[config.mk]
export PLATFORM = sky130hd
export DESIGN_NAME = usb_otg_interrupt_aggregator
export DESIGN_NICKNAME = d
export VERILOG_FILES = /design/src/hdl/otgia_pkg.sv /design/src/hdl/usb_otg_interrupt_aggregator.sv /design/src/hdl/otgia_core.sv
export SDC_FILE = /design/constraint.sdc
export NUM_CORES = 1
export LEC_CHECK = 0
export BUFFER_PORTS_ARGS = -buffer_cell sky130_fd_sc_hd__buf_2
export CORE_ASPECT_RATIO = 0.75
export CORE_MARGIN = 1
export CORE_UTILIZATION = 45
export CTS_CLUSTER_DIAMETER = 100
export DETAILED_ROUTE_END_ITERATION = 8
export PLACE_DENSITY = 0.75
export SLEW_MARGIN = 5
export SYNTH_ARGS = -nofsm -noshare
export SYNTH_HDL_FRONTEND = slang
export SYNTH_SLANG_ARGS = --single-unit
[constraint.sdc]
create_clock -name clk -period 2.99 [get_ports clk]
set_input_delay 0.1495 -clock clk [delete_from_list [all_inputs] [get_ports clk]]
set_output_delay 0.1495 -clock clk [all_outputs]
set_load 0.05 [all_outputs]
[src/hdl/otgia_pkg.sv]
`timescale 1ns / 1ps

package otgia_pkg;

    // Item function codes
    localparam logic [2:0] FUNC_READ       = 3'd0;
    localparam logic [2:0] FUNC_WRITE      = 3'd1;
    localparam logic [2:0] FUNC_CORE_SRC   = 3'd2;
    localparam logic [2:0] FUNC_VBUS       = 3'd3;
    localparam logic [2:0] FUNC_SESSION    = 3'd4;
    localparam logic [2:0] FUNC_OTG_TMO    = 3'd5;
    localparam logic [2:0] FUNC_POWER_SET  = 3'd6;
    localparam logic [2:0] FUNC_POWER_DONE = 3'd7;

    // Register offsets
    localparam logic [11:0] ADDR_OTG_STATUS = 12'h80c;
    localparam logic [11:0] ADDR_OTG_TIMER  = 12'h810;
    localparam logic [11:0] ADDR_REV_A0     = 12'h814;
    localparam logic [11:0] ADDR_REV_A1     = 12'h838;
    localparam logic [11:0] ADDR_IRQ_CTRL   = 12'h83c;
    localparam logic [11:0] ADDR_CORE_PEND  = 12'h840;
    localparam logic [11:0] ADDR_CORE_SET   = 12'h844;
    localparam logic [11:0] ADDR_CORE_CLR   = 12'h848;
    localparam logic [11:0] ADDR_CORE_MASK  = 12'h84c;
    localparam logic [11:0] ADDR_DMA_PEND   = 12'h850;
    localparam logic [11:0] ADDR_DMA_SET    = 12'h854;
    localparam logic [11:0] ADDR_DMA_CLR    = 12'h858;
    localparam logic [11:0] ADDR_DMA_MASK   = 12'h85c;
    localparam logic [11:0] ADDR_GPIO_PEND  = 12'h860;
    localparam logic [11:0] ADDR_GPIO_SET   = 12'h864;
    localparam logic [11:0] ADDR_GPIO_CLR   = 12'h868;
    localparam logic [11:0] ADDR_GPIO_MASK  = 12'h86c;
    localparam logic [11:0] ADDR_TOP_PEND   = 12'h870;
    localparam logic [11:0] ADDR_TOP_SET    = 12'h874;
    localparam logic [11:0] ADDR_TOP_CLR    = 12'h878;
    localparam logic [11:0] ADDR_TOP_MASK   = 12'h87c;
    localparam logic [11:0] ADDR_REV_B0     = 12'h880;
    localparam logic [11:0] ADDR_REV_B1     = 12'h900;
    localparam logic [11:0] ADDR_DIE_ID_LO  = 12'h9f8;
    localparam logic [11:0] ADDR_DIE_ID_HI  = 12'h9fc;

    // Read-only constants
    localparam logic [31:0] REV_A_VALUE  = 32'h0000_0020;
    localparam logic [31:0] REV_B_VALUE  = 32'h0000_0030;
    localparam logic [31:0] DIE_ID_LO    = 32'ha945_3c59;
    localparam logic [31:0] DIE_ID_HI    = 32'h5405_9adf;
    localparam logic [31:0] LOW_HALF     = 32'h0000_ffff;
    localparam logic [31:0] HIGH_HALF    = 32'hffff_0000;
    localparam logic [31:0] ALL_ONES     = 32'hffff_ffff;

    // Bit positions
    localparam int BIT_DMA_DONE    = 24;
    localparam int BIT_POLARITY    = 17;
    localparam int BIT_OTG_TIMEOUT = 16;
    localparam int BIT_VBUS_CHANGE = 15;
    localparam int BIT_CORE_TX     = 9;
    localparam int BIT_CORE_RX     = 8;
    localparam int STAT_SESS_END   = 7;
    localparam int STAT_SESS_VALID = 6;
    localparam int STAT_VBUS_VALID = 5;

    typedef struct packed {
        logic [2:0]  func;
        logic [11:0] addr;
        logic [31:0] data;
        logic [4:0]  source;
        logic        level;
        logic        load_snapshot;
    } item_t;

    typedef struct packed {
        logic powered;
        logic irq_allowed;
    } pwr_status_t;

endpackage

[src/hdl/usb_otg_interrupt_aggregator.sv]
`timescale 1ns / 1ps

// Interrupt aggregator for a USB OTG bridge.
//
// Input channel (in_valid / in_stall): one item per register read, register
// write or hardware event (core source, VBUS, session, OTG timeout, power).
// Output channel (out_valid / out_stall): exactly one result item per input
// item, in order: read_data (zero except for reads) and the irq level as it
// stands after that item.
//
// Datapath: input register -> decode/update logic -> result register.
// An accepted item waits in the input register; its result is then stored in
// the result register with out_valid. Throughput is one item per cycle while
// out_stall is low; the state update for an item is combinational masks and ORs.
//
// Reset (rst_n, async, active low) empties both registers and loads the
// interrupt state: all pending words zero, top mask all ones, power and
// irq-allowed flags clear. While the receiver stalls, the result register
// holds and one more item waits in the input register; in_stall rises only
// when both are occupied, and drops in the cycle the result is taken.

module usb_otg_interrupt_aggregator
    import otgia_pkg::*;
(
    input  logic        clk,
    input  logic        rst_n,
    input  logic        in_valid,
    output logic        in_stall,
    input  logic [2:0]  func,
    input  logic [11:0] addr,
    input  logic [31:0] data,
    input  logic [4:0]  source,
    input  logic        level,
    input  logic        load_snapshot,
    output logic        out_valid,
    input  logic        out_stall,
    output logic [31:0] read_data,
    output logic        irq
);

    logic        in_valid_reg;
    item_t       item_reg;
    logic        out_valid_reg;
    logic [31:0] rd_data_reg;
    logic        irq_reg;

    logic        advance;
    logic        in_take;
    logic [31:0] rd_data;
    logic        irq_next;
    pwr_status_t pwr;

    // Item moves into the result register when that slot is free or draining
    assign advance  = in_valid_reg && (!out_valid_reg || !out_stall);
    assign in_stall = in_valid_reg && !advance;
    assign in_take  = in_valid && !in_stall;

    always_ff @(posedge clk or negedge rst_n)
    begin
        if (!rst_n)
        begin
            in_valid_reg <= 1'b0;
        end
        else if (in_take)
        begin
            in_valid_reg <= 1'b1;
        end
        else if (advance)
        begin
            in_valid_reg <= 1'b0;
        end
    end

    // Payload registers, no reset needed
    always_ff @(posedge clk)
    begin
        if (in_take)
        begin
            item_reg.func          <= func;
            item_reg.addr          <= addr;
            item_reg.data          <= data;
            item_reg.source        <= source;
            item_reg.level         <= level;
            item_reg.load_snapshot <= load_snapshot;
        end
    end

    otgia_core u_core
    (
        .clk      (clk),
        .rst_n    (rst_n),
        .step     (advance),
        .item     (item_reg),
        .rd_data  (rd_data),
        .irq_next (irq_next),
        .pwr      (pwr)
    );

    always_ff @(posedge clk or negedge rst_n)
    begin
        if (!rst_n)
        begin
            out_valid_reg <= 1'b0;
        end
        else if (advance)
        begin
            out_valid_reg <= 1'b1;
        end
        else if (!out_stall)
        begin
            out_valid_reg <= 1'b0;
        end
    end

    always_ff @(posedge clk)
    begin
        if (advance)
        begin
            rd_data_reg <= rd_data;
            irq_reg     <= irq_next;
        end
    end

    assign out_valid = out_valid_reg;
    assign read_data = rd_data_reg;
    assign irq       = irq_reg;

    // The irq line can only be asserted once the power-settled event arrived
    a_irq_needs_allowed: assert property (@(posedge clk) disable iff (!rst_n)
        advance && irq_next |-> pwr.irq_allowed || item_reg.func == FUNC_POWER_DONE)
        else $error("irq asserted while interrupts not allowed");

    // Interrupts get enabled only while powered
    a_allowed_needs_power: assert property (@(posedge clk) disable iff (!rst_n)
        $rose(pwr.irq_allowed) |-> $past(pwr.powered))
        else $error("irq_allowed set while unpowered");

    // A waiting item is never dropped from the input register
    a_item_kept: assert property (@(posedge clk) disable iff (!rst_n)
        in_valid_reg && !advance |=> in_valid_reg)
        else $error("pending item lost");

    // Every processed item produces a result
    a_result_made: assert property (@(posedge clk) disable iff (!rst_n)
        advance |=> out_valid_reg)
        else $error("result missing after item processed");

endmodule

[src/hdl/otgia_core.sv]
`timescale 1ns / 1ps

module otgia_core
    import otgia_pkg::*;
(
    input  logic        clk,
    input  logic        rst_n,
    input  logic        step,
    input  item_t       item,
    output logic [31:0] rd_data,
    output logic        irq_next,
    output pwr_status_t pwr
);

    logic [31:0] top_pend_reg, top_pend_next;
    logic [31:0] top_mask_reg, top_mask_next;
    logic [31:0] core_pend_reg, core_pend_next;
    logic [31:0] core_mask_reg, core_mask_next;
    logic [31:0] dma_pend_reg, dma_pend_next;
    logic [31:0] dma_mask_reg, dma_mask_next;
    logic [31:0] gpio_pend_reg, gpio_pend_next;
    logic [31:0] gpio_mask_reg, gpio_mask_next;
    logic [31:0] irq_ctrl_reg, irq_ctrl_next;
    logic [15:0] otg_stat_reg, otg_stat_next;
    logic [31:0] otg_timer_reg, otg_timer_next;
    logic        powered_reg, powered_next;
    logic        allowed_reg, allowed_next;

    logic        fold_core;
    logic        fold_dma;
    logic [15:0] vbus_stat;
    logic        any_pend;

    always_comb
    begin
        top_pend_next  = top_pend_reg;
        top_mask_next  = top_mask_reg;
        core_pend_next = core_pend_reg;
        core_mask_next = core_mask_reg;
        dma_pend_next  = dma_pend_reg;
        dma_mask_next  = dma_mask_reg;
        gpio_pend_next = gpio_pend_reg;
        gpio_mask_next = gpio_mask_reg;
        irq_ctrl_next  = irq_ctrl_reg;
        otg_stat_next  = otg_stat_reg;
        otg_timer_next = otg_timer_reg;
        powered_next   = powered_reg;
        allowed_next   = allowed_reg;
        rd_data        = '0;
        fold_core      = 1'b0;
        fold_dma       = 1'b0;
        vbus_stat      = otg_stat_reg;
        vbus_stat[STAT_VBUS_VALID] = item.level;

        unique case (item.func)
            FUNC_READ:
            begin
                unique case (item.addr) inside
                    ADDR_OTG_STATUS:             rd_data = {16'h0000, otg_stat_reg};
                    ADDR_OTG_TIMER:              rd_data = otg_timer_reg;
                    ADDR_REV_A0, ADDR_REV_A1:    rd_data = REV_A_VALUE;
                    ADDR_IRQ_CTRL:               rd_data = irq_ctrl_reg;
                    ADDR_CORE_PEND, ADDR_CORE_SET, ADDR_CORE_CLR:
                                                 rd_data = core_pend_reg;
                    ADDR_CORE_MASK:              rd_data = core_mask_reg;
                    ADDR_DMA_PEND, ADDR_DMA_SET, ADDR_DMA_CLR:
                                                 rd_data = dma_pend_reg;
                    ADDR_DMA_MASK:               rd_data = dma_mask_reg;
                    ADDR_GPIO_PEND, ADDR_GPIO_SET, ADDR_GPIO_CLR:
                                                 rd_data = gpio_pend_reg;
                    ADDR_GPIO_MASK:              rd_data = gpio_mask_reg;
                    ADDR_TOP_PEND, ADDR_TOP_SET, ADDR_TOP_CLR:
                                                 rd_data = top_pend_reg;
                    ADDR_TOP_MASK:               rd_data = top_mask_reg;
                    ADDR_REV_B0, ADDR_REV_B1:    rd_data = REV_B_VALUE;
                    ADDR_DIE_ID_LO:              rd_data = DIE_ID_LO;
                    ADDR_DIE_ID_HI:              rd_data = DIE_ID_HI;
                    default:                     rd_data = '0;
                endcase
            end
            FUNC_WRITE:
            begin
                unique case (item.addr)
                    ADDR_OTG_TIMER: otg_timer_next = item.data;
                    ADDR_IRQ_CTRL:  irq_ctrl_next  = item.data;
                    ADDR_CORE_SET:
                    begin
                        core_pend_next = core_pend_reg | item.data;
                        fold_core      = 1'b1;
                    end
                    ADDR_CORE_CLR:
                    begin
                        core_pend_next = core_pend_reg & ~item.data;
                        fold_core      = 1'b1;
                    end
                    ADDR_CORE_MASK:
                    begin
                        core_mask_next = item.data;
                        fold_core      = 1'b1;
                    end
                    ADDR_DMA_SET:
                    begin
                        dma_pend_next = dma_pend_reg | item.data;
                        fold_dma      = 1'b1;
                    end
                    ADDR_DMA_CLR:
                    begin
                        dma_pend_next = dma_pend_reg & ~item.data;
                        fold_dma      = 1'b1;
                    end
                    ADDR_DMA_MASK:
                    begin
                        dma_mask_next = item.data;
                        fold_dma      = 1'b1;
                    end
                    ADDR_GPIO_SET:  gpio_pend_next = gpio_pend_reg | item.data;
                    ADDR_GPIO_CLR:  gpio_pend_next = gpio_pend_reg & ~item.data;
                    ADDR_GPIO_MASK: gpio_mask_next = item.data;
                    ADDR_TOP_SET:   top_pend_next  = top_pend_reg | item.data;
                    ADDR_TOP_CLR:   top_pend_next  = top_pend_reg & ~item.data;
                    ADDR_TOP_MASK:  top_mask_next  = item.data;
                    default:        ;
                endcase
            end
            FUNC_CORE_SRC:
            begin
                // snapshot load does not refold the TX/RX summaries
                if (item.load_snapshot)
                begin
                    core_pend_next = item.data;
                end
                top_pend_next[item.source] = item.level;
            end
            FUNC_VBUS:
            begin
                if (vbus_stat != otg_stat_reg)
                begin
                    otg_stat_next = vbus_stat;
                    top_pend_next[BIT_VBUS_CHANGE] = 1'b1;
                end
            end
            FUNC_SESSION:
            begin
                otg_stat_next[STAT_SESS_VALID] = item.level;
                otg_stat_next[STAT_SESS_END]   = ~item.level;
            end
            FUNC_OTG_TMO:
            begin
                otg_timer_next = '0;
                top_pend_next[BIT_OTG_TIMEOUT] = 1'b1;
            end
            FUNC_POWER_SET:
            begin
                if (!item.level)
                begin
                    powered_next = 1'b0;
                end
                else if (!powered_reg)
                begin
                    powered_next = 1'b1;
                    allowed_next = 1'b0;
                end
            end
            FUNC_POWER_DONE:
            begin
                if (powered_reg)
                begin
                    allowed_next = 1'b1;
                end
            end
            default: ;
        endcase

        if (fold_core)
        begin
            top_pend_next[BIT_CORE_TX] = |(core_pend_next & LOW_HALF & ~core_mask_next);
            top_pend_next[BIT_CORE_RX] = |(core_pend_next & HIGH_HALF & ~core_mask_next);
        end
        if (fold_dma)
        begin
            top_pend_next[BIT_DMA_DONE] = |(dma_pend_next & ~dma_mask_next);
        end

        any_pend = |(top_pend_next & ~top_mask_next);
        irq_next = allowed_next & (irq_ctrl_next[BIT_POLARITY] ? any_pend : ~any_pend);
    end

    always_ff @(posedge clk or negedge rst_n)
    begin
        if (!rst_n)
        begin
            top_pend_reg  <= '0;
            top_mask_reg  <= ALL_ONES;
            core_pend_reg <= '0;
            core_mask_reg <= '0;
            dma_pend_reg  <= '0;
            dma_mask_reg  <= '0;
            gpio_pend_reg <= '0;
            gpio_mask_reg <= '0;
            irq_ctrl_reg  <= '0;
            otg_stat_reg  <= '0;
            otg_timer_reg <= '0;
            powered_reg   <= 1'b0;
            allowed_reg   <= 1'b0;
        end
        else if (step)
        begin
            top_pend_reg  <= top_pend_next;
            top_mask_reg  <= top_mask_next;
            core_pend_reg <= core_pend_next;
            core_mask_reg <= core_mask_next;
            dma_pend_reg  <= dma_pend_next;
            dma_mask_reg  <= dma_mask_next;
            gpio_pend_reg <= gpio_pend_next;
            gpio_mask_reg <= gpio_mask_next;
            irq_ctrl_reg  <= irq_ctrl_next;
            otg_stat_reg  <= otg_stat_next;
            otg_timer_reg <= otg_timer_next;
            powered_reg   <= powered_next;
            allowed_reg   <= allowed_next;
        end
    end

    assign pwr.powered     = powered_reg;
    assign pwr.irq_allowed = allowed_reg;

endmodule
==> run metrics <==
outcome=finished, violations left; failing checks=negative setup slack; Antenna Nets Post-Route=0; Worst setup SP type=register; EDFF count, synth=87; # DRC=0; Reg2Reg Setup Slack=-0.51 ns; Num Clock Sinks=414; slowest CP cell=edfxtp_1; Worst Hold Class=primary input to async pin; Core Rows=69; clk buf depth=3; Num CTS Buffers=43; Iteration-0 DRC Markers=4348; Via density=7.06; asr flop ratio synth=79.0%; final worst slack=-0.508 ns; Routed WL=124000 um; WS Path Type=register to register; number of flip-flops in the largest register=54; Tot Pwr=0.0146 W; static leakage=13.0 nW; slowest stage delay, CP=0.49 ns; H-tree Lvls=2; GR Overflow Total=0; Final Hold Viols=0; nature of the critical path endpoint=register; gr usage total=48.4%; critical path, cell by cell=buf_4 > or4_4 > nor2_4 > a311oi_1 > a311o_1 > a2111o_1 > or4_4 > nand2_4 > o211a_1 > nand3_2 > mux2i_1; Synth Area per Inst=10.3 um2; most common cell in the netlist=dfrtp_1; Setup violations, final=76; cell area after synthesis=0.0220 mm2; global-route wire length before repair=171000 um; fin crit share=117%; Mapped Cells=2129; clk_lat worst skew=0.60 ns; # IOs=93; skew final=0.0287 ns; largest net degree at the start of global routing=98; layout cells sized above 1=40.8%; CTS root buf=clkbuf_16; ys flop type=dfrtp_1; Layout area overhead=40.3%; clock transition at the registers of the reported paths=0.07 ns; synth warn=0; CP required=3.34 ns; cell taking the most area after synthesis=dfrtp_1; VDD IR-drop max=0.486 mV; Slew Limit Fails=0; First-pass DRT Iterations=8; worst slew pin tran=0.879 ns; slew margin rel.=40.5%; ranking of synthesized cells by area=dfrtp_1 (34%), edfxtp_1 (12%), mux2_2 (9.2%); critical-path maximum fanout=5; Fillers=3696; RSZ-0062 raised after global routing=yes; TritonCTS clock tree=yes; DR vias=23600; Yosys top cell area share=33.6%; sequential fraction of the synthesis area=49.3%; core footprint=0.0478 mm2; max_cap viols=0; Yosys reg bits=414; Die X=257 um; crit-path most repeated cell=or4_4; area of the multi-input gates=0.0114 mm2; final net count=2733; sum of buffers and inverters on the critical path=1; Hold Worst Slack=0.214 ns; placed cell areas=0.0270 mm2; GPL Wtd Cong=1.06; fmax=0.286 GHz; library cells used by synthesis=87; initial antenna violation count=7; delay-heaviest family, CP=simple AND/OR/NAND/NOR gates; port bufs=92; Arr. time, crit path=3.85 ns; PwrDens=474 mW/mm2; post-synth net total=2187; full die area=0.0498 mm2; post-layout minimum cycle time=3.50 ns; vias in the first global route=22200; register area=0.0108 mm2; synth cell count leaders=dfrtp_1 (295), nand2_1 (235), mux2_2 (179); Initial Util=46.0%; DP HPWL=88100 um; routed len/inst=36.9 um; Post-Layout Inst Area=0.0309 mm2; Die Y=193 um
==> placed cells by master, fill, tap and decap left out, types with 18 or more instances in the layout <==
| cell type | Yosys | layout |
|---|---|---|
| a21oi_1 | 101 | 94 |
| a221oi_1 | 32 | 28 |
| mux2_2 | 179 | 148 |
| edfxtp_1 | 87 | 87 |
| dlygate4sd3_1 | 0 | 58 |
| nand3_1 | 29 | 24 |
| dfstp_2 | 32 | 32 |
| buf_12 | 0 | 59 |
| a22oi_1 | 34 | 31 |
| a32oi_1 | 25 | 19 |
| a22o_1 | 35 | 34 |
| nand4_1 | 36 | 36 |
| a21o_1 | 18 | 18 |
| buf_4 | 5 | 458 |
| o21ai_1 | 1 | 22 |
| mux2_4 | 0 | 32 |
| dfrtp_1 | 295 | 295 |
| inv_1 | 43 | 42 |
| nor2_1 | 76 | 58 |
| o2bb2ai_1 | 27 | 21 |
| nand2_2 | 0 | 28 |
| a222oi_1 | 49 | 49 |
| a31oi_1 | 73 | 56 |
| clkbuf_16 | 0 | 47 |
| o21ai_0 | 171 | 140 |
| buf_2 | 14 | 91 |
| nand2_1 | 235 | 202 |
| buf_6 | 2 | 26 |
==> final cells by class <==
type                    instances  share of cell area [%]
multi-input cells            1469                    36.9
clock buffers                  59                    3.84
repair buffers                704                    20.2
well taps                     639                    2.59
flip-flops and latches        414                    35.1
clock inverters                20                   0.762
diodes                          2                  0.0162
inverters                      43                   0.531
==> logic make-up (layout without fill, tap and decap cells) <==
logic type             after synthesis  count (layout)  share of synthesized area, %
flip-flops                         414             414                          49.3
AND/OR/NAND/NOR                    560             560                          13.6
buffers and inverters              246             826                          4.43
multiplexers                       197             197                          9.99
AO/OA/AOI/OAI                      709             709                          22.5
other                                0               2                             0
XOR/XNOR                             3               3                         0.119
==> per-stage QoR <==
step	instances	TNS, ns	setup slack [ns]	utilization, %
after floorplan	2129	-0.0888	-0.0888	-
after global placement	3162	-1.38	-0.709	56.4
after detailed placement	3162	-4.44	-0.654	56.4
after CTS	3336	-3.29	-0.398	63.0
after global routing	3348	-6.73	-0.570	64.5
final	3350	-4.15	-0.508	64.5
==> report_power, final <==
part	switching [W]	internal (W)	total, W	leakage (nW)
Sequential	0.000477	0.00610	0.00658	5.09
Clock	0.00252	0.00315	0.00567	0.677
Combinational	0.00144	0.000922	0.00236	7.25
==> worst paths after layout <==
kind / from / to / depth (start not counted)
hold / removal: rst_n / async pin / 2
setup reg to reg: item_reg[47]$_DFFE_PP_ / irq$_DFFE_PP_ / 11
min in group clk: source[0] / item_reg[2]$_DFFE_PP_ / 2
max in group asynchronous: rst_n / u_core.top_mask_reg[27]$_DFFE_PN1P_ / 3
setup / recovery: item_reg[47]$_DFFE_PP_ / irq$_DFFE_PP_ / 11
hold reg to reg: u_core.otg_timer_reg[29]$_DFFE_PN0P_ / u_core.otg_timer_reg[29]$_DFFE_PN0P_ / 2
==> per-layer routing <==
metal,vias up,track usage (%),part of all wire (%)
met5,-,0,0.036
met4,8,18.9,5.3
met3,421,17.7,16
li1,9305,-,-
met1,11800,69.9,39
met2,2105,65.2,39
==> what timing repair did <==
action	in CTS	in global routing
setup buffers	28	13
pin swaps	28	54
hold buffers	58	0
setup endpoints to repair	90	111
gates resized for setup	122	172
gates cloned	9	4
endpoints found under the hold margin	138	0
Power figures use the tool's default switching activity.
